### src/sv/assert_macros.svh
// ----------------------------------------------------------------------------
// Assertion macros
// Shared wrappers for concurrent assertions, clocked on clk_i and held off
// while rst_ni is low. Defining NO_ASSERTIONS turns every use into nothing.
// ----------------------------------------------------------------------------
`ifndef ASSERT_MACROS_SVH
`define ASSERT_MACROS_SVH

`ifndef NO_ASSERTIONS

// The property must hold at every clock edge out of reset.
`define ASSERT_ALWAYS(name, prop, msg) \
  name: assert property (@(posedge clk_i) disable iff (!rst_ni) (prop)) else $error(msg);

// When the antecedent holds, the consequent must hold in the next cycle.
`define ASSERT_NEXT(name, ante, cons, msg) \
  name: assert property (@(posedge clk_i) disable iff (!rst_ni) (ante) |=> (cons)) \
    else $error(msg);

`else

`define ASSERT_ALWAYS(name, prop, msg)
`define ASSERT_NEXT(name, ante, cons, msg)

`endif

`endif

### src/sv/rbki_pkg.sv
// ----------------------------------------------------------------------------
// Rigid body integrator package
// Beat types, command and register codes, sizes and saturation helpers.
// ----------------------------------------------------------------------------
`default_nettype none

package rbki_pkg;

  localparam int AXES      = 3;
  localparam int DATA_W    = 32;
  localparam int DT_W      = 16;
  localparam int DIV_W     = DATA_W + DT_W;
  localparam int DIV_STEPS = DIV_W;
  localparam int STEP_W    = $clog2(DIV_STEPS);
  localparam int CFG_IDX_W = 3;

  localparam logic [DATA_W-1:0] MASS_RESET = 32'h0001_0000;
  localparam logic [DATA_W-1:0] POS_LIMIT  = 32'h7FFF_FFFF;
  localparam logic [DATA_W-1:0] NEG_LIMIT  = 32'h8000_0000;

  typedef enum logic [1:0] {
    CMD_FORCE   = 2'd0,
    CMD_STEP    = 2'd1,
    CMD_RESTART = 2'd2
  } cmd_e;

  typedef enum logic [CFG_IDX_W-1:0] {
    REG_BODY_MASS   = 3'd0,
    REG_START_POS_X = 3'd1,
    REG_START_POS_Y = 3'd2,
    REG_START_POS_Z = 3'd3,
    REG_START_VEL_X = 3'd4,
    REG_START_VEL_Y = 3'd5,
    REG_START_VEL_Z = 3'd6
  } cfg_reg_e;

  typedef struct packed {
    logic [1:0]               command;
    logic signed [DATA_W-1:0] force_x;
    logic signed [DATA_W-1:0] force_y;
    logic signed [DATA_W-1:0] force_z;
    logic [DT_W-1:0]          delta_time;
  } in_t;

  typedef struct packed {
    logic signed [DATA_W-1:0] position_x;
    logic signed [DATA_W-1:0] position_y;
    logic signed [DATA_W-1:0] position_z;
    logic signed [DATA_W-1:0] velocity_x;
    logic signed [DATA_W-1:0] velocity_y;
    logic signed [DATA_W-1:0] velocity_z;
    logic                     saturated;
  } out_t;

  function automatic logic clip_hit(input logic signed [DATA_W+1:0] x);
    clip_hit = !((x[DATA_W+1:DATA_W-1] == 3'b000) || (x[DATA_W+1:DATA_W-1] == 3'b111));
  endfunction

  function automatic logic signed [DATA_W-1:0] clip_s32(input logic signed [DATA_W+1:0] x);
    if (clip_hit(x)) begin
      clip_s32 = x[DATA_W+1] ? NEG_LIMIT : POS_LIMIT;
    end else begin
      clip_s32 = x[DATA_W-1:0];
    end
  endfunction

endpackage

`default_nettype wire

### src/sv/rigid_body_kinematic_integrator.sv
// ----------------------------------------------------------------------------
// Rigid body kinematic integrator
// Keeps position, velocity and acceleration of one body on three axes in
// signed Q16.16 and updates them with bit-serial divide and multiply lanes.
// ----------------------------------------------------------------------------
// Usage:
// The input channel takes one command beat (apply force, time step, restart)
// when in_valid_i is high and in_stall_o is low. Each beat yields exactly one
// result beat with the position and velocity after the command and a flag
// that is set when any sum or quotient clipped.
// Apply force runs a restoring divider, one quotient bit per cycle on all
// three axes in parallel: 48 steps, then the quotient is saturated. A time
// step first squares dt and forms v*dt and a*dt one dt bit per cycle
// (16 steps), then forms a*dt^2 one bit per cycle (32 steps). Restart and
// the unused code go straight to the commit state. Every command then
// passes the commit and output states. One command is in flight at a time;
// the next beat is taken in the cycle after the result has been registered.
// The result register holds its beat while out_stall_i is high; a finished
// command waits in its last state until the register is free.
// Reset loads the start values (zero), clears acceleration and sets the
// mass to 1.0. Configuration writes are always ready and should be issued
// only while the block is idle.
// ----------------------------------------------------------------------------
`default_nettype none

`include "assert_macros.svh"

module rigid_body_kinematic_integrator (
  input  logic                                clk_i,
  input  logic                                rst_ni,
  input  logic                                in_valid_i,
  output logic                                in_stall_o,
  input  rbki_pkg::in_t                       in_data_i,
  output logic                                out_valid_o,
  input  logic                                out_stall_i,
  output rbki_pkg::out_t                      out_data_o,
  input  logic                                cfg_valid_i,
  output logic                                cfg_ready_o,
  input  logic [rbki_pkg::CFG_IDX_W-1:0]      cfg_index_i,
  input  logic [rbki_pkg::DATA_W-1:0]         cfg_data_i
);

  localparam int Axes  = rbki_pkg::AXES;
  localparam int DataW = rbki_pkg::DATA_W;
  localparam int DtW   = rbki_pkg::DT_W;
  localparam int DivW  = rbki_pkg::DIV_W;
  localparam int StepW = rbki_pkg::STEP_W;

  localparam logic [StepW-1:0] DivLast  = StepW'(rbki_pkg::DIV_STEPS - 1);
  localparam logic [StepW-1:0] MulaLast = StepW'(DtW - 1);
  localparam logic [StepW-1:0] MulbLast = StepW'(2 * DtW - 1);

  typedef enum logic [2:0] {
    ST_IDLE,
    ST_DIV,
    ST_QSAT,
    ST_MULA,
    ST_MULB,
    ST_COMMIT,
    ST_OUT
  } state_e;

  state_e                    state_q, state_d;
  logic [StepW-1:0]          step_q, step_d;
  logic [1:0]                cmd_q, cmd_d;
  logic [DtW-1:0]            dt_q, dt_d;
  logic [2*DtW-1:0]          sh_q, sh_d;
  logic                      sat_q, sat_d;
  logic                      out_valid_q, out_valid_d;
  rbki_pkg::out_t            out_q, out_d;

  logic [DataW-1:0]          mass_q, mass_d;
  logic signed [DataW-1:0]   spos_q [Axes];
  logic signed [DataW-1:0]   spos_d [Axes];
  logic signed [DataW-1:0]   svel_q [Axes];
  logic signed [DataW-1:0]   svel_d [Axes];

  logic signed [DataW-1:0]   pos_q [Axes];
  logic signed [DataW-1:0]   pos_d [Axes];
  logic signed [DataW-1:0]   vel_q [Axes];
  logic signed [DataW-1:0]   vel_d [Axes];
  logic signed [DataW-1:0]   acc_q [Axes];
  logic signed [DataW-1:0]   acc_d [Axes];

  logic signed [DataW-1:0]   hv_q [Axes];
  logic signed [DataW-1:0]   hv_d [Axes];
  logic signed [DataW-1:0]   ha_q [Axes];
  logic signed [DataW-1:0]   ha_d [Axes];
  logic signed [DataW-1:0]   hb_q [Axes];
  logic signed [DataW-1:0]   hb_d [Axes];

  logic [DataW-1:0]          rem_q [Axes];
  logic [DataW-1:0]          rem_d [Axes];
  logic [DivW-1:0]           dq_q [Axes];
  logic [DivW-1:0]           dq_d [Axes];
  logic                      neg_q [Axes];
  logic                      neg_d [Axes];
  logic                      fz_q [Axes];
  logic                      fz_d [Axes];
  logic signed [DataW:0]     qs_q [Axes];
  logic signed [DataW:0]     qs_d [Axes];

  logic signed [DataW-1:0]   frc [Axes];
  logic [DataW-1:0]          frc_abs [Axes];
  logic [DataW:0]            trial [Axes];
  logic [DataW:0]            diff [Axes];
  logic                      ge [Axes];
  logic                      over [Axes];
  logic [DataW-1:0]          qmag [Axes];
  logic signed [DataW:0]     sum_v [Axes];
  logic signed [DataW:0]     sum_a [Axes];
  logic signed [DataW:0]     sum_b [Axes];
  logic signed [DataW+1:0]   new_pos [Axes];
  logic signed [DataW+1:0]   new_vel [Axes];
  logic signed [DataW+1:0]   new_acc [Axes];
  logic [DtW:0]              sum_dt;
  logic                      mul_bit;
  logic                      in_fire;
  logic                      cfg_fire;

  assign in_stall_o  = (state_q != ST_IDLE);
  assign in_fire     = in_valid_i && !in_stall_o;
  assign cfg_ready_o = 1'b1;
  assign cfg_fire    = cfg_valid_i && cfg_ready_o;
  assign out_valid_o = out_valid_q;
  assign out_data_o  = out_q;

  assign frc[0] = in_data_i.force_x;
  assign frc[1] = in_data_i.force_y;
  assign frc[2] = in_data_i.force_z;

  assign mul_bit = sh_q[0];
  assign sum_dt  = {1'b0, sh_q[2*DtW-1:DtW]} + (mul_bit ? {1'b0, dt_q} : '0);

  always_comb begin
    for (int i = 0; i < Axes; i++) begin
      frc_abs[i] = frc[i][DataW-1] ? (~frc[i] + DataW'(1)) : frc[i];

      trial[i] = {rem_q[i], dq_q[i][DivW-1]};
      diff[i]  = trial[i] - {1'b0, mass_q};
      ge[i]    = (trial[i] >= {1'b0, mass_q});

      over[i] = !fz_q[i] && ((|dq_q[i][DivW-1:DataW]) ||
                (neg_q[i] ? (dq_q[i][DataW-1] && (|dq_q[i][DataW-2:0]))
                          : dq_q[i][DataW-1]));
      if (fz_q[i]) begin
        qmag[i] = '0;
      end else if (over[i]) begin
        qmag[i] = neg_q[i] ? rbki_pkg::NEG_LIMIT : rbki_pkg::POS_LIMIT;
      end else begin
        qmag[i] = dq_q[i][DataW-1:0];
      end

      sum_v[i] = {hv_q[i][DataW-1], hv_q[i]} +
                 (mul_bit ? {vel_q[i][DataW-1], vel_q[i]} : '0);
      sum_a[i] = {ha_q[i][DataW-1], ha_q[i]} +
                 (mul_bit ? {acc_q[i][DataW-1], acc_q[i]} : '0);
      sum_b[i] = {hb_q[i][DataW-1], hb_q[i]} +
                 (mul_bit ? {acc_q[i][DataW-1], acc_q[i]} : '0);

      new_pos[i] = {{2{pos_q[i][DataW-1]}}, pos_q[i]} +
                   {{2{hv_q[i][DataW-1]}}, hv_q[i]} +
                   {{3{hb_q[i][DataW-1]}}, hb_q[i][DataW-1:1]};
      new_vel[i] = {{2{vel_q[i][DataW-1]}}, vel_q[i]} +
                   {{2{ha_q[i][DataW-1]}}, ha_q[i]};
      new_acc[i] = {{2{acc_q[i][DataW-1]}}, acc_q[i]} +
                   {qs_q[i][DataW], qs_q[i]};
    end
  end

  always_comb begin
    state_d     = state_q;
    step_d      = step_q;
    cmd_d       = cmd_q;
    dt_d        = dt_q;
    sh_d        = sh_q;
    sat_d       = sat_q;
    out_valid_d = out_valid_q;
    out_d       = out_q;
    mass_d      = mass_q;
    for (int i = 0; i < Axes; i++) begin
      spos_d[i] = spos_q[i];
      svel_d[i] = svel_q[i];
      pos_d[i]  = pos_q[i];
      vel_d[i]  = vel_q[i];
      acc_d[i]  = acc_q[i];
      hv_d[i]   = hv_q[i];
      ha_d[i]   = ha_q[i];
      hb_d[i]   = hb_q[i];
      rem_d[i]  = rem_q[i];
      dq_d[i]   = dq_q[i];
      neg_d[i]  = neg_q[i];
      fz_d[i]   = fz_q[i];
      qs_d[i]   = qs_q[i];
    end

    if (out_valid_q && !out_stall_i) begin
      out_valid_d = 1'b0;
    end

    if (cfg_fire) begin
      case (cfg_index_i)
        rbki_pkg::REG_BODY_MASS:   mass_d    = cfg_data_i;
        rbki_pkg::REG_START_POS_X: spos_d[0] = cfg_data_i;
        rbki_pkg::REG_START_POS_Y: spos_d[1] = cfg_data_i;
        rbki_pkg::REG_START_POS_Z: spos_d[2] = cfg_data_i;
        rbki_pkg::REG_START_VEL_X: svel_d[0] = cfg_data_i;
        rbki_pkg::REG_START_VEL_Y: svel_d[1] = cfg_data_i;
        rbki_pkg::REG_START_VEL_Z: svel_d[2] = cfg_data_i;
        default: ;
      endcase
    end

    case (state_q)
      ST_IDLE: begin
        if (in_fire) begin
          cmd_d  = in_data_i.command;
          dt_d   = in_data_i.delta_time;
          sh_d   = {{DtW{1'b0}}, in_data_i.delta_time};
          sat_d  = 1'b0;
          step_d = '0;
          for (int i = 0; i < Axes; i++) begin
            hv_d[i]  = '0;
            ha_d[i]  = '0;
            hb_d[i]  = '0;
            rem_d[i] = '0;
            dq_d[i]  = {frc_abs[i], {DtW{1'b0}}};
            neg_d[i] = frc[i][DataW-1];
            fz_d[i]  = (frc[i] == '0);
          end
          case (in_data_i.command)
            rbki_pkg::CMD_FORCE: state_d = ST_DIV;
            rbki_pkg::CMD_STEP:  state_d = ST_MULA;
            default:             state_d = ST_COMMIT;
          endcase
        end
      end
      ST_DIV: begin
        for (int i = 0; i < Axes; i++) begin
          rem_d[i] = ge[i] ? diff[i][DataW-1:0] : trial[i][DataW-1:0];
          dq_d[i]  = {dq_q[i][DivW-2:0], ge[i]};
        end
        step_d = step_q + StepW'(1);
        if (step_q == DivLast) begin
          step_d  = '0;
          state_d = ST_QSAT;
        end
      end
      ST_QSAT: begin
        for (int i = 0; i < Axes; i++) begin
          qs_d[i] = neg_q[i] ? (~{1'b0, qmag[i]} + (DataW + 1)'(1)) : {1'b0, qmag[i]};
          if (over[i]) begin
            sat_d = 1'b1;
          end
        end
        state_d = ST_COMMIT;
      end
      ST_MULA: begin
        for (int i = 0; i < Axes; i++) begin
          hv_d[i] = sum_v[i][DataW:1];
          ha_d[i] = sum_a[i][DataW:1];
        end
        sh_d   = {sum_dt, sh_q[DtW-1:1]};
        step_d = step_q + StepW'(1);
        if (step_q == MulaLast) begin
          step_d  = '0;
          state_d = ST_MULB;
        end
      end
      ST_MULB: begin
        for (int i = 0; i < Axes; i++) begin
          hb_d[i] = sum_b[i][DataW:1];
        end
        sh_d   = {1'b0, sh_q[2*DtW-1:1]};
        step_d = step_q + StepW'(1);
        if (step_q == MulbLast) begin
          step_d  = '0;
          state_d = ST_COMMIT;
        end
      end
      ST_COMMIT: begin
        case (cmd_q)
          rbki_pkg::CMD_FORCE: begin
            for (int i = 0; i < Axes; i++) begin
              acc_d[i] = rbki_pkg::clip_s32(new_acc[i]);
              if (rbki_pkg::clip_hit(new_acc[i])) begin
                sat_d = 1'b1;
              end
            end
          end
          rbki_pkg::CMD_STEP: begin
            for (int i = 0; i < Axes; i++) begin
              pos_d[i] = rbki_pkg::clip_s32(new_pos[i]);
              vel_d[i] = rbki_pkg::clip_s32(new_vel[i]);
              acc_d[i] = '0;
              if (rbki_pkg::clip_hit(new_pos[i]) || rbki_pkg::clip_hit(new_vel[i])) begin
                sat_d = 1'b1;
              end
            end
          end
          rbki_pkg::CMD_RESTART: begin
            for (int i = 0; i < Axes; i++) begin
              pos_d[i] = spos_q[i];
              vel_d[i] = svel_q[i];
              acc_d[i] = '0;
            end
          end
          default: ;
        endcase
        state_d = ST_OUT;
      end
      ST_OUT: begin
        if (!out_valid_q || !out_stall_i) begin
          out_valid_d      = 1'b1;
          out_d.position_x = pos_q[0];
          out_d.position_y = pos_q[1];
          out_d.position_z = pos_q[2];
          out_d.velocity_x = vel_q[0];
          out_d.velocity_y = vel_q[1];
          out_d.velocity_z = vel_q[2];
          out_d.saturated  = sat_q;
          state_d          = ST_IDLE;
        end
      end
      default: state_d = ST_IDLE;
    endcase
  end

  always_ff @(posedge clk_i or negedge rst_ni) begin
    if (!rst_ni) begin
      state_q     <= ST_IDLE;
      step_q      <= '0;
      cmd_q       <= '0;
      dt_q        <= '0;
      sh_q        <= '0;
      sat_q       <= 1'b0;
      out_valid_q <= 1'b0;
      out_q       <= '0;
      mass_q      <= rbki_pkg::MASS_RESET;
      for (int i = 0; i < Axes; i++) begin
        spos_q[i] <= '0;
        svel_q[i] <= '0;
        pos_q[i]  <= '0;
        vel_q[i]  <= '0;
        acc_q[i]  <= '0;
        hv_q[i]   <= '0;
        ha_q[i]   <= '0;
        hb_q[i]   <= '0;
        rem_q[i]  <= '0;
        dq_q[i]   <= '0;
        neg_q[i]  <= 1'b0;
        fz_q[i]   <= 1'b0;
        qs_q[i]   <= '0;
      end
    end else begin
      state_q     <= state_d;
      step_q      <= step_d;
      cmd_q       <= cmd_d;
      dt_q        <= dt_d;
      sh_q        <= sh_d;
      sat_q       <= sat_d;
      out_valid_q <= out_valid_d;
      out_q       <= out_d;
      mass_q      <= mass_d;
      for (int i = 0; i < Axes; i++) begin
        spos_q[i] <= spos_d[i];
        svel_q[i] <= svel_d[i];
        pos_q[i]  <= pos_d[i];
        vel_q[i]  <= vel_d[i];
        acc_q[i]  <= acc_d[i];
        hv_q[i]   <= hv_d[i];
        ha_q[i]   <= ha_d[i];
        hb_q[i]   <= hb_d[i];
        rem_q[i]  <= rem_d[i];
        dq_q[i]   <= dq_d[i];
        neg_q[i]  <= neg_d[i];
        fz_q[i]   <= fz_d[i];
        qs_q[i]   <= qs_d[i];
      end
    end
  end

  `ASSERT_NEXT(a_busy_after_accept, in_fire, in_stall_o,
               "Accepted beat did not make the block busy.")
  `ASSERT_ALWAYS(a_result_from_out, $rose(out_valid_q) |-> $past(state_q == ST_OUT),
                 "Result appeared outside the output state.")
  `ASSERT_NEXT(a_step_clears_acc, (state_q == ST_COMMIT) && (cmd_q == rbki_pkg::CMD_STEP),
               (acc_q[0] == '0) && (acc_q[1] == '0) && (acc_q[2] == '0),
               "Time step left acceleration nonzero.")
  `ASSERT_NEXT(a_restart_no_sat,
               (state_q == ST_COMMIT) && (cmd_q == rbki_pkg::CMD_RESTART), !sat_q,
               "Restart reported saturation.")

endmodule

`default_nettype wire
### config.mk
export PLATFORM = sky130hd
export DESIGN_NAME = rigid_body_kinematic_integrator
export DESIGN_NICKNAME = d
export VERILOG_FILES = /design/src/sv/rbki_pkg.sv /design/src/sv/rigid_body_kinematic_integrator.sv
export VERILOG_INCLUDE_DIRS = /design/src /design/src/sv
export SDC_FILE = /design/constraint.sdc
export NUM_CORES = 2
export LEC_CHECK = 0
export BUFFER_PORTS_ARGS = -buffer_cell sky130_fd_sc_hd__buf_2
export CAP_MARGIN = 20
export CORE_MARGIN = 3
export CORE_UTILIZATION = 35
export CTS_BUF_LIST = sky130_fd_sc_hd__clkbuf_8
export DETAILED_ROUTE_END_ITERATION = 6
export PLACE_DENSITY = 0.59
export SYNTH_ARGS = -nofsm -noshare
export SYNTH_HDL_FRONTEND = slang
export SYNTH_SLANG_ARGS = --single-unit
### constraint.sdc
create_clock -name clk_i -period 10.9 [get_ports clk_i]
set_clock_uncertainty 0.1 [all_clocks]
set_input_delay 2.18 -clock clk_i [delete_from_list [all_inputs] [get_ports clk_i]]
set_output_delay 2.18 -clock clk_i [all_outputs]
set_load 0.03 [all_outputs]
==> impl_metrics.prom <==
# TYPE chip_impl_metric gauge
chip_impl_metric{name="drive_gt1_share",unit="%"} 12.1
chip_impl_info{name="setup.worst_path.start",value="hv_q[1]"} 1
chip_impl_metric{name="placementRows",unit=""} 191
chip_impl_info{name="r2r_start",value="hv_q[1]"} 1
chip_impl_metric{name="synth_seq_area_share",unit="%"} 36.6
chip_impl_metric{name="achievable-frequency",unit="GHz"} 0.176
chip_impl_metric{name="area_delta_synth_final",unit="%"} 11.5
chip_impl_info{name="unrepaired_setup_endpoints_after_global_routing",value="false"} 1
chip_impl_metric{name="slew-limit-headroom",unit="%"} 20.8
chip_impl_metric{name="firstDrtPassIters",unit=""} 6
chip_impl_metric{name="drt_iter0_markers",unit=""} 7353
chip_impl_metric{name="synth.ff_latch_count",unit=""} 1399
chip_impl_metric{name="power_density",unit="mW/mm^2"} 342
chip_impl_metric{name="grtUsageTotal",unit="%"} 23.3
chip_impl_metric{name="dieArea",unit="sq mm"} 0.280
chip_impl_metric{name="placed_cells",unit=""} 14129
chip_impl_metric{name="synth_area_per_cell",unit="sq um"} 9.02
chip_impl_metric{name="final_global_route_overflow_total",unit=""} 0
chip_impl_metric{name="slew_viols_final",unit=""} 0
chip_impl_metric{name="final.period_utilization",unit="%"} 52.2
chip_impl_metric{name="sequential_cell_area",unit="sq mm"} 0.0350
chip_impl_metric{name="syn-num-nets",unit=""} 11573
chip_impl_metric{name="postRouteAntennaNets",unit=""} 0
chip_impl_metric{name="port_buffers",unit=""} 348
chip_impl_metric{name="routed_wl",unit="um"} 335000
chip_impl_metric{name="post_dp_cell_area",unit="sq mm"} 0.101
chip_impl_metric{name="detailed_place_hpwl",unit="um"} 243000
chip_impl_metric{name="syn_inst",unit=""} 10608
chip_impl_metric{name="finalSetupViolCount",unit=""} 0
chip_impl_metric{name="num_io_pins",unit=""} 350
chip_impl_metric{name="clk_transition_reported_paths",unit="ps"} 50
chip_impl_metric{name="start_util",unit="%"} 35.3
chip_impl_metric{name="viasPerCell",unit=""} 5.70
chip_impl_metric{name="post-synth-top-area-fraction",unit="%"} 36.6
chip_impl_metric{name="postSynth.asyncResetShare",unit="%"} 100
chip_impl_info{name="cts_root_buf",value="sky130_fd_sc_hd__clkbuf_8"} 1
chip_impl_metric{name="post_cts_sizing_count",unit=""} 0
chip_impl_metric{name="finalSetupTns",unit="ps"} 0
chip_impl_metric{name="cts_buffers",unit=""} 274
chip_impl_metric{name="clkLatencyLatePin",unit="ps"} 1010
chip_impl_metric{name="required",unit="ps"} 11680
chip_impl_info{name="status",value="finished clean"} 1
chip_impl_metric{name="post_layout_nonfiller_instances",unit=""} 14630
chip_impl_info{name="setup.worst_path.end_class",value="register"} 1
chip_impl_metric{name="multi_input_area",unit="sq mm"} 0.0580
chip_impl_metric{name="critical_path.max_fanout",unit=""} 24
chip_impl_metric{name="synth.yosys.warnings",unit=""} 0
chip_impl_metric{name="drc",unit=""} 0
chip_impl_metric{name="worst_r2r_path_depth",unit=""} 15
chip_impl_metric{name="report.final.hold_viol_count",unit=""} 0
chip_impl_metric{name="ys_types",unit=""} 111
chip_impl_metric{name="n_fill_cell",unit=""} 27061
chip_impl_metric{name="grt_first_pass_wirelength",unit="um"} 507000
chip_impl_info{name="synth_area_leaders",value="sky130_fd_sc_hd__dfrtp_1 37%, sky130_fd_sc_hd__ha_1 9.1%, sky130_fd_sc_hd__o21ai_0 6.3%"} 1
chip_impl_metric{name="layout.cell_area.non_filler",unit="sq mm"} 0.107
chip_impl_metric{name="max_reg_flops",unit=""} 193
chip_impl_info{name="critical_path.reg2reg.endpoint",value="pos_q[5]"} 1
chip_impl_info{name="critPathKind",value="reg2reg"} 1
chip_impl_info{name="mostFrequentLayoutCell",value="sky130_fd_sc_hd__dfrtp_1"} 1
chip_impl_metric{name="power.static_leakage",unit="nW"} 50.8
chip_impl_info{name="hp-class",value="reg2reg"} 1
chip_impl_info{name="timing.critical_path.to",value="pos_q[5]"} 1
chip_impl_metric{name="place_congestion",unit=""} 0.934
chip_impl_metric{name="r2r_setup_slack",unit="ps"} 5210
chip_impl_metric{name="synth-edff-count",unit=""} 0
chip_impl_metric{name="grt_max_degree",unit=""} 181
chip_impl_metric{name="max-clock-path-buffers",unit=""} 4
chip_impl_metric{name="max-cap-violations",unit=""} 0
chip_impl_metric{name="netlist_area",unit="sq mm"} 0.0957
chip_impl_metric{name="die-width",unit="um"} 529
chip_impl_metric{name="routed_vias",unit=""} 83411
chip_impl_metric{name="crit_arrival",unit="ps"} 6470
chip_impl_info{name="yosys_most_used_dff",value="sky130_fd_sc_hd__dfrtp_1"} 1
chip_impl_metric{name="ctsHtreeMaxLevel",unit=""} 5
chip_impl_info{name="worst_setup_path_start_kind",value="register"} 1
chip_impl_metric{name="floorplan.core_area",unit="sq mm"} 0.271
chip_impl_info{name="mostFrequentLayoutCells",value="1397 x sky130_fd_sc_hd__dfrtp_1, 1222 x sky130_fd_sc_hd__nand2_1, 1210 x sky130_fd_sc_hd__o21ai_0, 762 x sky130_fd_sc_hd__a21oi_1, 692 x sky130_fd_sc_hd__ha_1"} 1
chip_impl_metric{name="post_drt_wl_per_cell",unit="um"} 22.9
chip_impl_metric{name="post_cts_hold_buffers",unit=""} 0
chip_impl_metric{name="worst_slew_pin_slew",unit="ps"} 1190
chip_impl_metric{name="post-route-min-period",unit="ps"} 5690
chip_impl_metric{name="initial_antenna_violation_count",unit=""} 43
chip_impl_metric{name="peakVddDrop",unit="uV"} 218
chip_impl_metric{name="grt_pass1_vias",unit=""} 80930
chip_impl_metric{name="design.final.nets",unit=""} 11804
chip_impl_metric{name="fin_total_pwr",unit="mW"} 36.5
chip_impl_info{name="cts_tree",value="done"} 1
chip_impl_metric{name="die_height",unit="um"} 529
chip_impl_metric{name="numClockSinks",unit=""} 1399
chip_impl_info{name="synth_top_cell_by_area",value="sky130_fd_sc_hd__dfrtp_1"} 1
chip_impl_metric{name="post-cts-setup-buffers",unit=""} 0
## critical path, cell delays in order, from the launching register on
cell and delay, ps:
sky130_fd_sc_hd__dfrtp_1 430, sky130_fd_sc_hd__fa_1 470, sky130_fd_sc_hd__ha_1 250, sky130_fd_sc_hd__fa_1 450, sky130_fd_sc_hd__a211oi_2 260, sky130_fd_sc_hd__o211ai_1 180, sky130_fd_sc_hd__a41oi_2 400, sky130_fd_sc_hd__o32ai_1 270
sky130_fd_sc_hd__nor4_4 360, sky130_fd_sc_hd__nor4b_2 120, sky130_fd_sc_hd__a2111oi_4 360, sky130_fd_sc_hd__xnor2_1 190, sky130_fd_sc_hd__o21a_2 440, sky130_fd_sc_hd__or2_1 890, sky130_fd_sc_hd__a21oi_1 80, sky130_fd_sc_hd__o31ai_1 280
## worst min path at each step
stage                    from              end  slack (ps)  cells past startpoint
floorplan            dt_q[15]         dt_q[15]         340                      2
global placement      dt_q[0]          dt_q[0]         350                      2
detailed placement    dt_q[1]          dt_q[1]         360                      2
CTS                   dt_q[1]          dt_q[1]         370                      2
global route        pos_q[64]  out_data_o[161]         400                      1
finish                dt_q[5]          dt_q[5]         370                      2
## metrics by stage
stage	setup slack, ps	util [%]	hold WS, ps
3_3_place_gp	5320	37.2	353
2_1_floorplan	5770	-	337
5_1_grt	4840	39.3	397
4_1_cts	5170	39.3	373
6_report	5210	39.3	371
3_5_place_dp	5180	37.2	359
## synth_stat cells, types with 98 or more instances
cell type and n:
sky130_fd_sc_hd__nor2_1 615, sky130_fd_sc_hd__dfrtp_1 1398, sky130_fd_sc_hd__o21ai_0 1211, sky130_fd_sc_hd__nor3_1 138, sky130_fd_sc_hd__ha_1 693, sky130_fd_sc_hd__mux2_2 385
sky130_fd_sc_hd__inv_1 266, sky130_fd_sc_hd__a22oi_1 98, sky130_fd_sc_hd__o31ai_1 112, sky130_fd_sc_hd__and2_1 234, sky130_fd_sc_hd__nand2_1 1227, sky130_fd_sc_hd__clkbuf_1 414
sky130_fd_sc_hd__a21o_1 327, sky130_fd_sc_hd__fa_1 118, sky130_fd_sc_hd__nand2b_1 122, sky130_fd_sc_hd__nand3_1 271, sky130_fd_sc_hd__xnor2_1 358, sky130_fd_sc_hd__a21oi_1 764
sky130_fd_sc_hd__xor2_1 304
## report_power, final
group / internal [mW] / total, mW / leakage, nW / switching, mW
Combinational: 8.03 / 21.0 / 29.8 / 12.9
Sequential: 7.26 / 9.98 / 17.9 / 2.72
Clock: 3.00 / 5.54 / 3.15 / 2.55
## cell families (layout without fill, tap and decap cells)
logic type | Yosys count | count (layout) | synth area share (%)
compound gates | 3428 | 3428 | 22.3
simple gates | 3089 | 3089 | 15.1
flops | 1399 | 1399 | 36.6
fa+ha+maj | 823 | 823 | 11.7
buf+inv | 752 | 1182 | 3.04
xor+xnor | 662 | 662 | 6.06
mux | 454 | 454 | 5.26
other cells | 1 | 23 | 0.00392
## per-layer routing
layer | track usage, % | vias up | share of wire (%)
li1 | - | 38973 | -
met1 | 33.2 | 40857 | 46
met2 | 34.9 | 2970 | 42
met3 | 3.92 | 601 | 7.4
met4 | 9.29 | 10 | 4.2
met5 | 0 | - | 0.022
## cell type report
cell class	count	area share, %
clock buffers	337	4.35
well taps	3570	4.19
repair buffers	440	2.47
inverters	267	0.941
multi-input cells	8457	54.3
diodes	22	0.0516
clock inverters	138	0.871
flip-flops and latches	1399	32.8
No activity file was read; power rests on OpenSTA's default activity.
